--- src/rtl/core/sspc_pkg.sv ---
`timescale 1ns / 1ps

package sspc_pkg;

    // converter and calibration sizing
    localparam int SampleBits   = 10;
    localparam int CalibSamples = 30;
    localparam int RatioBits    = 16;
    localparam int TickBits     = RatioBits + 1;
    localparam int CountBits    = $clog2(CalibSamples + 1);
    localparam int SumBits      = $clog2(CalibSamples * (2**SampleBits - 1) + 1);

    // percentage math
    localparam int PctBits      = 11;
    localparam int PctLimit     = 1000;
    localparam int PctScale     = 100;
    localparam int DivBits      = $clog2((2**SampleBits - 1) * PctScale + 1);
    localparam int DivCntBits   = $clog2(DivBits + 1);

    // reset values of the references, the tick counter and the ratio
    localparam int WaterReset   = 353;
    localparam int DryReset     = 1022;
    localparam int TickReset    = 65535;
    localparam int RatioReset   = 1;

    // register port
    localparam int AddrBits     = 3;
    localparam int DataBits     = 32;
    localparam logic [AddrBits-3:0] RegTicksPerMeasure = '0;

    typedef enum logic [1:0] {
        REQ_TICK  = 2'd0,
        REQ_WATER = 2'd1,
        REQ_DRY   = 2'd2,
        REQ_RESET = 2'd3
    } req_t;

    typedef struct packed {
        req_t                  req_type;
        logic [SampleBits-1:0] adc_sample;
    } req_item_t;

    typedef struct packed {
        logic signed [PctBits-1:0] percent_moisture;
        logic                      calib_invalid;
        logic                      calib_done;
        logic                      measured;
    } rsp_item_t;

endpackage

--- src/rtl/core/sensor_sampler_two_point_calibration.sv ---
// each accepted item runs to its result before the next is taken; a calibration
//   step that completes the sample set first averages the new reference, and equal
//   references skip the percentage division; both divisions use the bit-serial
//   divider that resolves one quotient bit per cycle
// reset: rst_n clears all state at once to the calibration defaults; no sweep
`timescale 1ns / 1ps

module sensor_sampler_two_point_calibration
    import sspc_pkg::*;
(
    input  logic                clk,
    input  logic                rst_n,

    // register port
    input  logic                psel,
    input  logic                penable,
    input  logic                pwrite,
    input  logic [AddrBits-1:0] paddr,
    input  logic [DataBits-1:0] pwdata,
    output logic [DataBits-1:0] prdata,
    output logic                pready,

    // request items
    input  logic                req_valid,
    output logic                req_ready,
    input  req_item_t           req_data,

    // result items
    output logic                rsp_valid,
    input  logic                rsp_ready,
    output rsp_item_t           rsp_data
);

    typedef enum logic [2:0] {
        ST_IDLE,
        ST_AVG_START,
        ST_AVG_WAIT,
        ST_PCT_LOAD,
        ST_PCT_WAIT,
        ST_OUT
    } state_t;

    state_t state_reg, state_next;

    // configuration
    logic [RatioBits-1:0]  ratio_reg, ratio_next;

    // sampler and calibration state
    logic [TickBits-1:0]   tick_count_reg, tick_count_next;
    logic [SampleBits-1:0] last_reg, last_next;
    logic [SampleBits-1:0] water_reg, water_next;
    logic [SampleBits-1:0] dry_reg, dry_next;
    logic [CountBits-1:0]  count_reg, count_next;
    logic [SumBits-1:0]    sum_reg, sum_next;

    // per item flags carried to the result
    logic                  is_dry_reg, is_dry_next;
    logic                  done_flag_reg, done_flag_next;
    logic                  measured_reg, measured_next;
    logic                  invalid_reg, invalid_next;
    logic                  neg_reg, neg_next;

    // result holding register
    logic                  rsp_valid_reg, rsp_valid_next;
    rsp_item_t             rsp_reg, rsp_next;

    // helpers
    logic                  req_fire;
    logic                  reg_hit;
    logic                  avg_pending;
    logic [TickBits-1:0]   tick_inc;
    logic [CountBits-1:0]  count_inc;
    logic [SampleBits:0]   span;
    logic [SampleBits:0]   span_neg;
    logic [SampleBits:0]   dev;
    logic [SampleBits:0]   dev_neg;
    logic [SampleBits-1:0] span_mag;
    logic [SampleBits-1:0] dev_mag;
    logic [DivBits-1:0]    pct_dividend;
    logic [PctBits-1:0]    pct_mag;
    logic [PctBits-1:0]    pct_val;

    // shared divider: reference average and percentage
    logic                  div_start;
    logic [DivBits-1:0]    div_dividend;
    logic [SampleBits-1:0] div_divisor;
    logic [DivBits-1:0]    div_quotient;
    logic                  div_done;

    sspc_div u_div (
        .clk      (clk),
        .rst_n    (rst_n),
        .start    (div_start),
        .dividend (div_dividend),
        .divisor  (div_divisor),
        .quotient (div_quotient),
        .done     (div_done)
    );

    // register port, always ready; writes belong between items
    assign pready  = 1'b1;
    assign reg_hit = (paddr[AddrBits-1:2] == RegTicksPerMeasure);
    assign prdata  = reg_hit ? DataBits'(ratio_reg) : '0;

    assign req_ready = (state_reg == ST_IDLE);
    assign req_fire  = req_valid && req_ready;
    assign rsp_valid = rsp_valid_reg;
    assign rsp_data  = rsp_reg;

    // signed span and deviation from the dry point, then magnitudes
    assign span     = {1'b0, dry_reg} - {1'b0, water_reg};
    assign span_neg = -span;
    assign dev      = {1'b0, dry_reg} - {1'b0, last_reg};
    assign dev_neg  = -dev;
    assign span_mag = span[SampleBits] ? span_neg[SampleBits-1:0] : span[SampleBits-1:0];
    assign dev_mag  = dev[SampleBits] ? dev_neg[SampleBits-1:0] : dev[SampleBits-1:0];

    // constant scale by 100, shifts and adds after synthesis
    assign pct_dividend = DivBits'(dev_mag * PctScale);

    // saturate the magnitude, then restore the sign (truncation toward zero)
    assign pct_mag = (div_quotient > DivBits'(PctLimit)) ? PctBits'(PctLimit)
                                                          : div_quotient[PctBits-1:0];
    assign pct_val = neg_reg ? -pct_mag : pct_mag;

    assign div_start    = (state_reg == ST_AVG_START) ||
                          ((state_reg == ST_PCT_LOAD) && (span != '0));
    assign div_dividend = (state_reg == ST_AVG_START) ? DivBits'(sum_reg) : pct_dividend;
    assign div_divisor  = (state_reg == ST_AVG_START) ? SampleBits'(CalibSamples)
                                                       : span_mag;

    assign tick_inc  = tick_count_reg + 1'b1;
    assign count_inc = count_reg + 1'b1;

    always_comb
    begin
        state_next      = state_reg;
        ratio_next      = ratio_reg;
        tick_count_next = tick_count_reg;
        last_next       = last_reg;
        water_next      = water_reg;
        dry_next        = dry_reg;
        count_next      = count_reg;
        sum_next        = sum_reg;
        is_dry_next     = is_dry_reg;
        done_flag_next  = done_flag_reg;
        measured_next   = measured_reg;
        invalid_next    = invalid_reg;
        neg_next        = neg_reg;
        rsp_next        = rsp_reg;
        rsp_valid_next  = rsp_valid_reg && !rsp_ready;
        avg_pending     = 1'b0;

        if (psel && penable && pwrite && reg_hit)
        begin
            ratio_next = pwdata[RatioBits-1:0];
        end

        case (state_reg)
            ST_IDLE:
            begin
                if (req_fire)
                begin
                    measured_next  = 1'b0;
                    done_flag_next = 1'b0;
                    case (req_data.req_type)
                        REQ_TICK:
                        begin
                            // ratio of zero or not above the incremented count: measure now
                            if (tick_inc < {1'b0, ratio_reg})
                            begin
                                tick_count_next = tick_inc;
                            end
                            else
                            begin
                                tick_count_next = '0;
                                last_next       = req_data.adc_sample;
                                measured_next   = 1'b1;
                            end
                        end
                        REQ_WATER, REQ_DRY:
                        begin
                            is_dry_next = (req_data.req_type == REQ_DRY);
                            // a full set ignores further steps but reports done
                            if (count_reg >= CountBits'(CalibSamples))
                            begin
                                done_flag_next = 1'b1;
                            end
                            else
                            begin
                                sum_next   = sum_reg + SumBits'(last_reg);
                                count_next = count_inc;
                                if (count_inc == CountBits'(CalibSamples))
                                begin
                                    done_flag_next = 1'b1;
                                    avg_pending    = 1'b1;
                                end
                            end
                        end
                        REQ_RESET:
                        begin
                            count_next = '0;
                            sum_next   = '0;
                        end
                        default:
                        begin
                        end
                    endcase
                    state_next = avg_pending ? ST_AVG_START : ST_PCT_LOAD;
                end
            end
            ST_AVG_START:
            begin
                state_next = ST_AVG_WAIT;
            end
            ST_AVG_WAIT:
            begin
                if (div_done)
                begin
                    if (is_dry_reg)
                    begin
                        dry_next = div_quotient[SampleBits-1:0];
                    end
                    else
                    begin
                        water_next = div_quotient[SampleBits-1:0];
                    end
                    state_next = ST_PCT_LOAD;
                end
            end
            ST_PCT_LOAD:
            begin
                if (span == '0)
                begin
                    invalid_next = 1'b1;
                    state_next   = ST_OUT;
                end
                else
                begin
                    invalid_next = 1'b0;
                    neg_next     = span[SampleBits] ^ dev[SampleBits];
                    state_next   = ST_PCT_WAIT;
                end
            end
            ST_PCT_WAIT:
            begin
                if (div_done)
                begin
                    state_next = ST_OUT;
                end
            end
            ST_OUT:
            begin
                // hand over once the holding register is free
                if (!rsp_valid_reg || rsp_ready)
                begin
                    rsp_next.percent_moisture = invalid_reg ? '1 : pct_val;
                    rsp_next.calib_invalid    = invalid_reg;
                    rsp_next.calib_done       = done_flag_reg;
                    rsp_next.measured         = measured_reg;
                    rsp_valid_next            = 1'b1;
                    state_next                = ST_IDLE;
                end
            end
            default:
            begin
                state_next = ST_IDLE;
            end
        endcase
    end

    always_ff @(posedge clk or negedge rst_n)
    begin
        if (!rst_n)
        begin
            state_reg      <= ST_IDLE;
            ratio_reg      <= RatioBits'(RatioReset);
            tick_count_reg <= TickBits'(TickReset);
            last_reg       <= '0;
            water_reg      <= SampleBits'(WaterReset);
            dry_reg        <= SampleBits'(DryReset);
            count_reg      <= '0;
            sum_reg        <= '0;
            is_dry_reg     <= 1'b0;
            done_flag_reg  <= 1'b0;
            measured_reg   <= 1'b0;
            invalid_reg    <= 1'b0;
            neg_reg        <= 1'b0;
            rsp_valid_reg  <= 1'b0;
            rsp_reg        <= '0;
        end
        else
        begin
            state_reg      <= state_next;
            ratio_reg      <= ratio_next;
            tick_count_reg <= tick_count_next;
            last_reg       <= last_next;
            water_reg      <= water_next;
            dry_reg        <= dry_next;
            count_reg      <= count_next;
            sum_reg        <= sum_next;
            is_dry_reg     <= is_dry_next;
            done_flag_reg  <= done_flag_next;
            measured_reg   <= measured_next;
            invalid_reg    <= invalid_next;
            neg_reg        <= neg_next;
            rsp_valid_reg  <= rsp_valid_next;
            rsp_reg        <= rsp_next;
        end
    end

endmodule

--- src/rtl/core/sspc_div.sv ---
`timescale 1ns / 1ps

module sspc_div
    import sspc_pkg::*;
(
    input  logic                  clk,
    input  logic                  rst_n,
    input  logic                  start,
    input  logic [DivBits-1:0]    dividend,
    input  logic [SampleBits-1:0] divisor,
    output logic [DivBits-1:0]    quotient,
    output logic                  done
);

    // restoring divider, one quotient bit per cycle
    logic [SampleBits-1:0] rem_reg, rem_next;
    logic [DivBits-1:0]    quo_reg, quo_next;
    logic [SampleBits-1:0] dsr_reg, dsr_next;
    logic [DivCntBits-1:0] cnt_reg, cnt_next;
    logic                  busy_reg, busy_next;
    logic                  done_reg, done_next;
    logic [SampleBits:0]   rem_shift;
    logic [SampleBits+1:0] diff;
    logic                  fits;

    always_comb
    begin
        rem_shift = {rem_reg, quo_reg[DivBits-1]};
        diff      = {1'b0, rem_shift} - {2'b00, dsr_reg};
        fits      = !diff[SampleBits+1];

        rem_next  = rem_reg;
        quo_next  = quo_reg;
        dsr_next  = dsr_reg;
        cnt_next  = cnt_reg;
        busy_next = busy_reg;
        done_next = 1'b0;

        if (start)
        begin
            rem_next  = '0;
            quo_next  = dividend;
            dsr_next  = divisor;
            cnt_next  = DivCntBits'(DivBits);
            busy_next = 1'b1;
        end
        else if (busy_reg)
        begin
            rem_next = fits ? diff[SampleBits-1:0] : rem_shift[SampleBits-1:0];
            quo_next = {quo_reg[DivBits-2:0], fits};
            cnt_next = cnt_reg - 1'b1;
            if (cnt_reg == DivCntBits'(1))
            begin
                busy_next = 1'b0;
                done_next = 1'b1;
            end
        end
    end

    always_ff @(posedge clk or negedge rst_n)
    begin
        if (!rst_n)
        begin
            rem_reg  <= '0;
            quo_reg  <= '0;
            dsr_reg  <= '0;
            cnt_reg  <= '0;
            busy_reg <= 1'b0;
            done_reg <= 1'b0;
        end
        else
        begin
            rem_reg  <= rem_next;
            quo_reg  <= quo_next;
            dsr_reg  <= dsr_next;
            cnt_reg  <= cnt_next;
            busy_reg <= busy_next;
            done_reg <= done_next;
        end
    end

    assign quotient = quo_reg;
    assign done     = done_reg;

endmodule

--- config.mk ---
export PLATFORM = sky130hd
export DESIGN_NAME = sensor_sampler_two_point_calibration
export DESIGN_NICKNAME = d
export VERILOG_FILES = /design/src/rtl/core/sspc_pkg.sv /design/src/rtl/core/sensor_sampler_two_point_calibration.sv /design/src/rtl/core/sspc_div.sv
export SDC_FILE = /design/constraint.sdc
export NUM_CORES = 1
export LEC_CHECK = 0
export BUFFER_PORTS_ARGS = -buffer_cell sky130_fd_sc_hd__buf_2
export CORE_ASPECT_RATIO = 2
export CORE_UTILIZATION = 35
export CTS_BUF_LIST = sky130_fd_sc_hd__clkbuf_8
export DETAILED_ROUTE_END_ITERATION = 10
export PLACE_DENSITY = 0.57
export SLEW_MARGIN = 30
export SYNTH_ARGS = -nofsm -noshare
export SYNTH_HDL_FRONTEND = slang
export SYNTH_HIERARCHICAL = 1
export SYNTH_SLANG_ARGS = --single-unit
--- constraint.sdc ---
create_clock -name clk -period 9.5 [get_ports clk]
set_input_delay 0 -clock clk [delete_from_list [all_inputs] [get_ports clk]]
set_output_delay 0 -clock clk [all_outputs]
set_load 0.1 [all_outputs]
== Word level (Yosys, flattened, before mapping) ==
Index checks and enable logic that the tools add are counted.

* Output and inout port bits: 49
* Input port bits: 54
* Word-level logic and storage cells: 131
* Register bits after elaboration: 150

* Muxes and demuxes: 45
* Reduce and logical (&&, ||, !) cells: 28
* Bitwise logic cells: 5
* $add $sub $neg: 10
* Equal/unequal tests: 15
* $lt $le $gt $ge: 3
* $mul: 1

{| class="wikitable"
|+ Operators with widths
! cell !! number
|-
| two-way mux 17 bit || 4
|-
| two-way mux 10 bit || 6
|-
| two-way mux 11 bit || 3
|-
| case mux 15 bit (2 select lines) || 1
|-
| subtractor 10 x 10 -> 11 bit || 2
|-
| negation 10 bit || 2
|-
| two-way mux 1 bit || 19
|-
| case mux 3 bit (6 select lines) || 1
|-
| adder 17 x 1 -> 17 bit, second input constant || 1
|-
| greater-than comparator 17 x 10 -> 1 bit, second input constant || 1
|-
| less-than comparator 17 x 16 -> 1 bit || 1
|-
| two-way mux 16 bit || 1
|-
| adder 15 x 10 -> 15 bit || 1
|-
| multiplier 10 x 5 -> 15 bit, second input constant || 1
|-
| two-way mux 15 bit || 1
|-
| two-way mux 5 bit || 3
|-
| two-way mux 3 bit || 4
|-
| AND reduction 3 bit || 4
|-
| AND reduction 4 bit || 3
|-
| subtractor 11 x 10 -> 12 bit || 1
|-
| logical NOT 11 bit || 1
|-
| negation 11 bit || 1
|-
| nonzero test 11 bit || 1
|-
| case mux 5 bit (2 select lines) || 1
|-
| other kinds (23) || 43
|}

== Logic depth before layout (Yosys ltp) ==
Gate-level depths: netlist of the first run.

* Word-level depth: 10
* Gate-level depth with buffers: 24
* Gate-level depth less buffers: 23

== By module ==
The synthesis of the first run kept the hierarchy.

{| class="wikitable"
|+ Modules (own cells, without submodules)
! module !! times used !! seq. area each (um2) !! area each (um2) !! cells each
|-
| sensor_sampler_two_point_calibration || 1 || 2690.1 || 8428.1 || 950
|-
| sspc_div || 1 || 1101.1 || 2511.2 || 261
|}

== Least setup slack after synthesis of the first run ==
Ideal clock, no wire load.

* Path kind: reg2reg
* Start: register dry_reg[1]
* End: register u_div.quo_reg[14] (netlist: u_div/quotient[14])
* Buffers on the path: 1
* Setup time: 0.133 ns
* Cell stages (with the launch flop): 23
* Arrival: 4.916 ns
* Data required time: 9.367 ns
* Path slack: 4.451 ns
* Period minus slack after synthesis: 5.049 ns
* Cells stage by stage: dfstp_2 inv_1 fa_1 nand2b_1 a21oi_1 a2bb2oi_1 a31o_2 clkbuf_1 nor2_1 xnor2_1 ha_1 ha_1 fa_1 ha_1 a21o_1 a21oi_1 o21a_1 o21bai_1 a21oi_1 xor2_1 o21ai_0 nand2_1 o21ai_0

* Longest elaborated chain between the ends: 6
* Elaborated cells on any way between the ends: 11
* Classes of those cells: 3 x add/sub; 1 x mul; 3 x mux; 4 x reduce/logical

{| class="wikitable"
|+ RTL lines
! item !! line !! RTL
|-
| start, declared || sensor_sampler_two_point_calibration.sv:52 || <nowiki>logic [SampleBits-1:0] dry_reg, dry_next;</nowiki>
|-
| start signal, assigned || sensor_sampler_two_point_calibration.sv:281 || <nowiki>dry_reg <= SampleBits'(DryReset);</nowiki>
|-
| start signal, assigned || sensor_sampler_two_point_calibration.sv:299 || <nowiki>dry_reg <= dry_next;</nowiki>
|-
| subtractor 10 x 10 -> 11 bit (*) || sensor_sampler_two_point_calibration.sv:113 || <nowiki>assign dev = {1'b0, dry_reg} - {1'b0, last_reg};</nowiki>
|-
| negation 10 bit || sensor_sampler_two_point_calibration.sv:114 || <nowiki>assign dev_neg = -dev;</nowiki>
|-
| two-way mux 10 bit (*) || sensor_sampler_two_point_calibration.sv:116 || <nowiki>assign dev_mag = dev[SampleBits] ? dev_neg[SampleBits-1:0] : dev[SampleBits-1:0];</nowiki>
|-
| multiplier 10 x 5 -> 15 bit (*) || sensor_sampler_two_point_calibration.sv:119 || <nowiki>assign pct_dividend = DivBits'(dev_mag * PctScale);</nowiki>
|-
| two-way mux 17 bit (*) || sensor_sampler_two_point_calibration.sv:128 || <nowiki>assign div_dividend = (state_reg == ST_AVG_START) ? DivBits'(sum_reg) : pct_dividend;</nowiki>
|-
| via div_dividend[14] || sensor_sampler_two_point_calibration.sv:85 || <nowiki>logic [DivBits-1:0] div_dividend;</nowiki>
|-
| two-way mux 17 bit (*) || sspc_div.sv:39 || <nowiki>if (start)</nowiki>
|-
| end signal, assigned || sspc_div.sv:74 || <nowiki>quo_reg <= quo_next;</nowiki>
|-
| end, declared || sspc_div.sv:17 || <nowiki>logic [DivBits-1:0] quo_reg, quo_next;</nowiki>
|}

Mark *: on every way through the listed nets, which the timed path passes. The rest lies on a longest branch.
A chain may end at the register's enable or synchronous reset.

== Final worst setup path of the first run ==
* Start: register last_reg[0]
* End: register u_div.quo_reg[13] (netlist: u_div/quotient[13])

* Longest elaborated chain between the ends: 6

{| class="wikitable"
|+ RTL lines
! item !! line !! RTL
|-
| start, declared || sensor_sampler_two_point_calibration.sv:50 || <nowiki>logic [SampleBits-1:0] last_reg, last_next;</nowiki>
|-
| start signal, assigned || sensor_sampler_two_point_calibration.sv:297 || <nowiki>last_reg <= last_next;</nowiki>
|-
| subtractor 10 x 10 -> 11 bit (*) || sensor_sampler_two_point_calibration.sv:113 ||
|-
| negation 10 bit || sensor_sampler_two_point_calibration.sv:114 ||
|-
| two-way mux 10 bit (*) || sensor_sampler_two_point_calibration.sv:116 ||
|-
| multiplier 10 x 5 -> 15 bit (*) || sensor_sampler_two_point_calibration.sv:119 ||
|-
| two-way mux 17 bit (*) || sensor_sampler_two_point_calibration.sv:128 ||
|-
| via div_dividend[13] || sensor_sampler_two_point_calibration.sv:85 ||
|-
| two-way mux 17 bit (*) || sspc_div.sv:39 ||
|}

Marked as above.

==> results of run 1 <==
==> cells in the mapped netlist (all sizes together), types with 13 or more instances <==
cell type	number	share of area, %
dfstp	30	7.2
nor2	96	3.3
o21ai	87	4.0
o31ai	19	1.3
buf	29	1.8
a21o	22	1.6
mux2i	25	2.3
xnor2	35	2.8
nor3	18	0.82
nand2b	24	1.4
clkbuf	39	1.3
dfrtp	120	27
a21oi	62	3.0
o21bai	13	0.89
nand3	25	1.2
xor2	38	3.0
nor2b	15	0.86
mux2	44	4.8
ha	101	12
inv	80	2.7
nand2	128	4.4
==> repair_timing <==
item / CTS / global route
hold buffers: 31 / 0
endpoints found under the hold margin: 98 / 0
endpoints found under the setup margin: 0 / 0
==> worst max path at each step <==
stage,startpoint,end,slack (ns)
3_3_place_gp,last_reg[0]$_DFFE_PN0P_,u_div/quotient[13]$_DFFE_PN0P_,3.86
3_5_place_dp,last_reg[0]$_DFFE_PN0P_,u_div/quotient[13]$_DFFE_PN0P_,3.81
4_1_cts,last_reg[0]$_DFFE_PN0P_,u_div/quotient[13]$_DFFE_PN0P_,3.80
5_1_grt,last_reg[0]$_DFFE_PN0P_,u_div/quotient[13]$_DFFE_PN0P_,3.47
6_report,last_reg[0]$_DFFE_PN0P_,u_div/quotient[13]$_DFFE_PN0P_,3.79
2_1_floorplan,dry_reg[1]$_DFFE_PN1P_,u_div/quotient[14]$_DFFE_PN0P_,4.45
==> cells in the final DEF, fill, tap and decap left out, types with 15 or more instances in the layout <==
cell	instances
mux2i_1	25
a21o_1	21
xor2_1	38
dfrtp_1	120
o31ai_1	19
mux2_2	34
buf_2	66
nand2b_1	24
dlygate4sd3_1	31
o21ai_0	60
conb_1	17
o21ai_1	26
clkbuf_8	18
xnor2_1	35
inv_1	81
ha_1	101
nand3_1	24
nor2_1	96
nor2b_1	15
nor3_1	18
a21oi_1	59
dfstp_2	30
nand2_1	128
==> logic make-up after synthesis <==
group,Yosys count,share of synthesized area [%]
AOI/OAI and AO/OA,281,16.5
adders and majority gates,110,13.2
muxes,69,7.13
DFF,150,34.7
other,2,0.0687
and+or+nand+nor,378,16.7
buffers and inverters,148,5.89
xor gates and xnor gates,73,5.84
==> layout make-up <==
cell class                      count  area share, %
Multi-Input combinational cell    928           53.5
Sequential cell                   150           30.9
Timing Repair Buffer              106           5.79
Tap cell                          372           3.79
Inverter                           80           2.44
Clock buffer                       18           2.02
Clock inverter                     14           1.62
Antenna cell                        1         0.0204
==> tightest hold or removal path, delay by kind of cell <==
kind | cells | cell delay (ns)
buf+inv | 2 | 0.19
fa+ha+maj | 1 | 0.22
compound gates | 1 | 0.08
==> through the flow <==
step,hold slack (ns),worst slack [ns],cell area [um^2],utilization [%],instances
5_1_grt,0.0541,3.47,12300,40.0,1669
6_report,0.0498,3.79,12300,40.0,1669
3_5_place_dp,0.135,3.81,11500,37.5,1605
4_1_cts,0.0160,3.80,12300,40.0,1668
3_3_place_gp,0.131,3.86,11500,37.5,1605
2_1_floorplan,-0.296,4.45,11000,-,1226
==> metal layers <==
| layer | vias up | global-route usage [%] |
|---|---|---|
| li1 | 4362 | - |
| met1 | 4214 | 16.6 |
| met2 | 143 | 36.2 |
| met3 | 49 | 2.46 |
| met4 | 0 | 10.3 |
| met5 | - | 0 |
==> impl_metrics.tcl, run 1 <==
set metrics [dict create \
    core_area_um2 30700 \
    critPathTopFamily "compound AO/OA/AOI/OAI gates" \
    drt_iter0_markers 400 \
    tightest_slew_ns 0.915 \
    slew_viol_final 0 \
    synth_seq_cells 150 \
    routedWlPerCell_um 16.4 \
    boundaryPins 103 \
    worstSetupStartpointType "flop" \
    clk-insertion-delay-late_ns 0.47 \
    num_vias 8768 \
    maxSlewHeadroom_pct 38.7 \
    drc 0 \
    crit_type "flop to flop" \
    synth_edf_count 0 \
    clock.fmax_mhz 175 \
    cp_data_arrival_time_ns 6.04 \
    r2r_cells 20 \
    hold_depth 4 \
    die_area_um2 32000 \
    crit_path_frequent_cell "ha_1" \
    row_count 91 \
    grt_max_degree 92 \
    ctsRootBufferMaster "clkbuf_8" \
    place_congestion 0.880 \
    drive_above_1_share_pct 15.4 \
    grt_setup_unrepaired "false" \
    path_max_fanout 11 \
    path_buf_inv 0 \
    drt-met1-wl_um 9570 \
    hold_viol_final 0 \
    areaGrowthSynthToFinish_pct 12.3 \
    cts_setup_buffers 0 \
    regToRegEndpoint "u_div/quotient[13]$_DFFE_PN0P_" \
    wl_met3_um 539 \
    yosysSeqAreaShare_pct 34.7 \
    antenna_found_initial 1 \
    avgSynthCellArea_um2 9.03 \
    cts.clk_slew.worst_paths_ns 0.09 \
    finalCritPeriodShare_pct 60.1 \
    crit_path_end_kind "flop" \
    setup_viol 0 \
    post-route-min-period_ns 5.71 \
    tritoncts "done" \
    port_buffers 67 \
    numCtsBuffers 17 \
    r2r_start "last_reg[0]$_DFFE_PN0P_" \
    crit_required_ns 9.83 \
    clockBufferDepth 2 \
    htree_levels 4 \
    path_cells "ha_1, fa_1, nand2b_1, a21oi_1, a2bb2oi_1, a31o_2, nor2_1, xnor2_1, ha_1, ha_1, fa_1, ha_1, a21o_1, a211oi_1, o21bai_1, a21oi_1, xor2_1, o21ai_0, nand2_1, o21ai_0" \
    start_util_pct 35.6 \
    track_usage_pct 17.9 \
    synth-main-ff-cell "dfrtp_1" \
    hp-start "req_data[10]" \
    status "finished clean" \
    hold_class "input port to flop" \
    seq_area_um2 3790 \
    ctsResizeCount 0 \
    dr.max_layer_used "met4" \
    grt_pass1_wl_um 44500 \
    num-fill-cells 3042 \
    synth_cell_types 77 \
    cap_violations 0 \
    fin_nets 1447 \
    wl_met2_um 16100 \
    synthCells 1211 \
    numClockSinks 150 \
    dieWidth_um 127 \
    yosysWarnings 6 \
    die_y_um 252 \
    clock_skew_ns 0.0194 \
    critical_path.max_stage_delay_ns 0.47 \
    viasPerCell 5.25 \
    cp_slowest_cell "dfrtp_1" \
    fin_tns_setup_ns 0 \
    multi_input_area_um2 6570 \
    synthArstFlopShare_pct 100 \
    whs_endpoint "tick_count_reg[16]$_DFFE_PN0P_" \
    antenna_left 0 \
    drt_first_pass_iters 4 \
    wirelength_um 27400 \
    grt_overflow 0 \
    ff2ff_setup_slack_ns 3.79 \
    path_depth 20 \
    netlist_area_um2 10900 \
    grt_pass1_vias 8764 \
    hpwl_um 21300 \
]
Power of run 1 is not shown: default switching activity piles up to over one toggle a cycle in this logic, so the estimate is an artifact.
==> run 2, diff against run 1 <==
clock period = 5.6 ns   (was 9.5 ns; I/O delays follow)
==> run 2 against run 1 <==
Against the previous run:
- first-iteration DRC count fell by 0.75%
- via count rose by 0.42%
- register-to-register slack got worse by 3.4 ns
==> impl_metrics.tcl, run 2 (synthesis results as in run 1) <==
set metrics [dict create \
    crit_path_end_kind "flop" \
    num_vias 8805 \
    crit_required_ns 5.92 \
    htree_levels 4 \
    hold_class "input port to flop" \
    clock.fmax_mhz 192 \
    post-route-min-period_ns 5.21 \
    status "finished clean" \
    crit_path_frequent_cell "ha_1" \
    grt_setup_unrepaired "false" \
    ctsRootBufferMaster "clkbuf_8" \
    most-common-layout-cells "nand2_1, dfrtp_1, ha_1" \
    clockBufferDepth 2 \
    place_congestion 0.886 \
    hp-start "req_data[10]" \
    seq_area_um2 3790 \
    die_area_um2 32000 \
    multi_input_area_um2 6580 \
    dieWidth_um 127 \
    boundaryPins 103 \
    critPathTopFamily "adder cells" \
    setup_viol 0 \
    start_util_pct 35.6 \
    cts_setup_buffers 0 \
    path_cells "ha_1, fa_1, nand2b_1, a21oi_2, a2bb2oi_1, a31o_2, buf_4, nor2b_1, xor2_1, ha_1, ha_1, inv_1, fa_1, inv_1, ha_1, o21ai_0, o21bai_1, a21oi_1, xor2_1, o21ai_0, nand2_1, o21ai_0" \
    grt_overflow 0 \
    finalCritPeriodShare_pct 93.1 \
    drc 0 \
    drive_above_1_share_pct 16.1 \
    slew_viol_final 0 \
    wirelength_um 27700 \
    drt_iter0_markers 397 \
    hpwl_um 21500 \
    worstSetupStartpointType "flop" \
    antenna_left 0 \
    path_depth 22 \
    viasPerCell 5.25 \
    crit_type "flop to flop" \
    final_common_cell "nand2_1" \
    clock_skew_ns 0.0194 \
    cp_slowest_cell "fa_1" \
    cap_violations 0 \
    die_y_um 252 \
    drt_first_pass_iters 5 \
    numCtsBuffers 17 \
    cts.clk_slew.worst_paths_ns 0.09 \
    antenna_found_initial 1 \
    r2r_cells 22 \
    numClockSinks 150 \
    startpoint "last_reg[0]$_DFFE_PN0P_" \
    cp_data_arrival_time_ns 5.54 \
    routedWlPerCell_um 16.5 \
    fin_tns_setup_ns 0 \
    r2r_start "last_reg[0]$_DFFE_PN0P_" \
    num-fill-cells 3100 \
    clk-insertion-delay-late_ns 0.47 \
    regToRegEndpoint "u_div/quotient[13]$_DFFE_PN0P_" \
    critical_path.max_stage_delay_ns 0.53 \
    hold_viol_final 0 \
    path_buf_inv 3 \
    core_area_um2 30700 \
    track_usage_pct 18.2 \
    place_area_um2 11600 \
    worstSetupEndpoint "u_div/quotient[13]$_DFFE_PN0P_" \
    final_area_um2 12300 \
    row_count 91 \
    fin_hold_ws_ns 0.0329 \
    grt_pass1_vias 9061 \
    path_max_fanout 7 \
    areaGrowthSynthToFinish_pct 12.9 \
    ff2ff_setup_slack_ns 0.39 \
    tightest_slew_ns 0.944 \
    grt_pass1_wl_um 45500 \
    port_buffers 67 \
    grt_max_degree 66 \
    maxSlewHeadroom_pct 36.5 \
    fin_nets 1456 \
    tritoncts "done" \
]
==> run 2: how the worst min path moves through the flow <==
stage	to	slack, ns	cells after the start
detailed placement	ratio_reg[3]$_DFFE_PN0P_	-0.13	1
global placement	ratio_reg[3]$_DFFE_PN0P_	-0.14	1
global route	tick_count_reg[4]$_DFFE_PN1P_	0.03	2
CTS	tick_count_reg[4]$_DFFE_PN1P_	0.006	2
finish	is_dry_reg$_DFFE_PN0P_	0.03	4
floorplan	count_reg[0]$_DFFE_PN0P_	-0.30	0
==> run 2: routing by layer <==
layer / vias up / track usage (%) / part of all wire [%]
met5: - / 0 / 0
met1: 4248 / 17.3 / 36
met4: 0 / 8.27 / 3.6
li1: 4368 / - / -
met3: 43 / 2.54 / 1.9
met2: 146 / 37.1 / 59
==> run 2: stage by stage <==
step,utilization [%],setup WS (ns),std cells
floorplan,-,0.551,1226
global placement,37.7,0.365,1614
detailed placement,37.7,0.236,1614
CTS,40.1,0.225,1677
global route,40.2,0.0642,1678
finish,40.2,0.385,1678
==> run 2: tightest hold or removal path, stage by stage <==
cell,delay [ns]
buf_2,0.11
inv_1,0.07
ha_1,0.16
mux2_2,0.14
==> run 2: final cells by class <==
| class | count | area share (%) |
|---|---|---|
| Tap cell | 372 | 3.77 |
| Clock buffer | 18 | 2.01 |
| Antenna cell | 1 | 0.0203 |
| Sequential cell | 150 | 30.7 |
| Timing Repair Buffer | 115 | 6.27 |
| Multi-Input combinational cell | 928 | 53.3 |
| Clock inverter | 14 | 1.49 |
| Inverter | 80 | 2.43 |
==> run 2: repair_timing <==
action	CTS	global route
endpoints found under the setup margin	0	3
hold endpoints to repair	156	0
resized for setup	0	2
hold buffers	31	0
Power of run 2 is left out for the same reason.
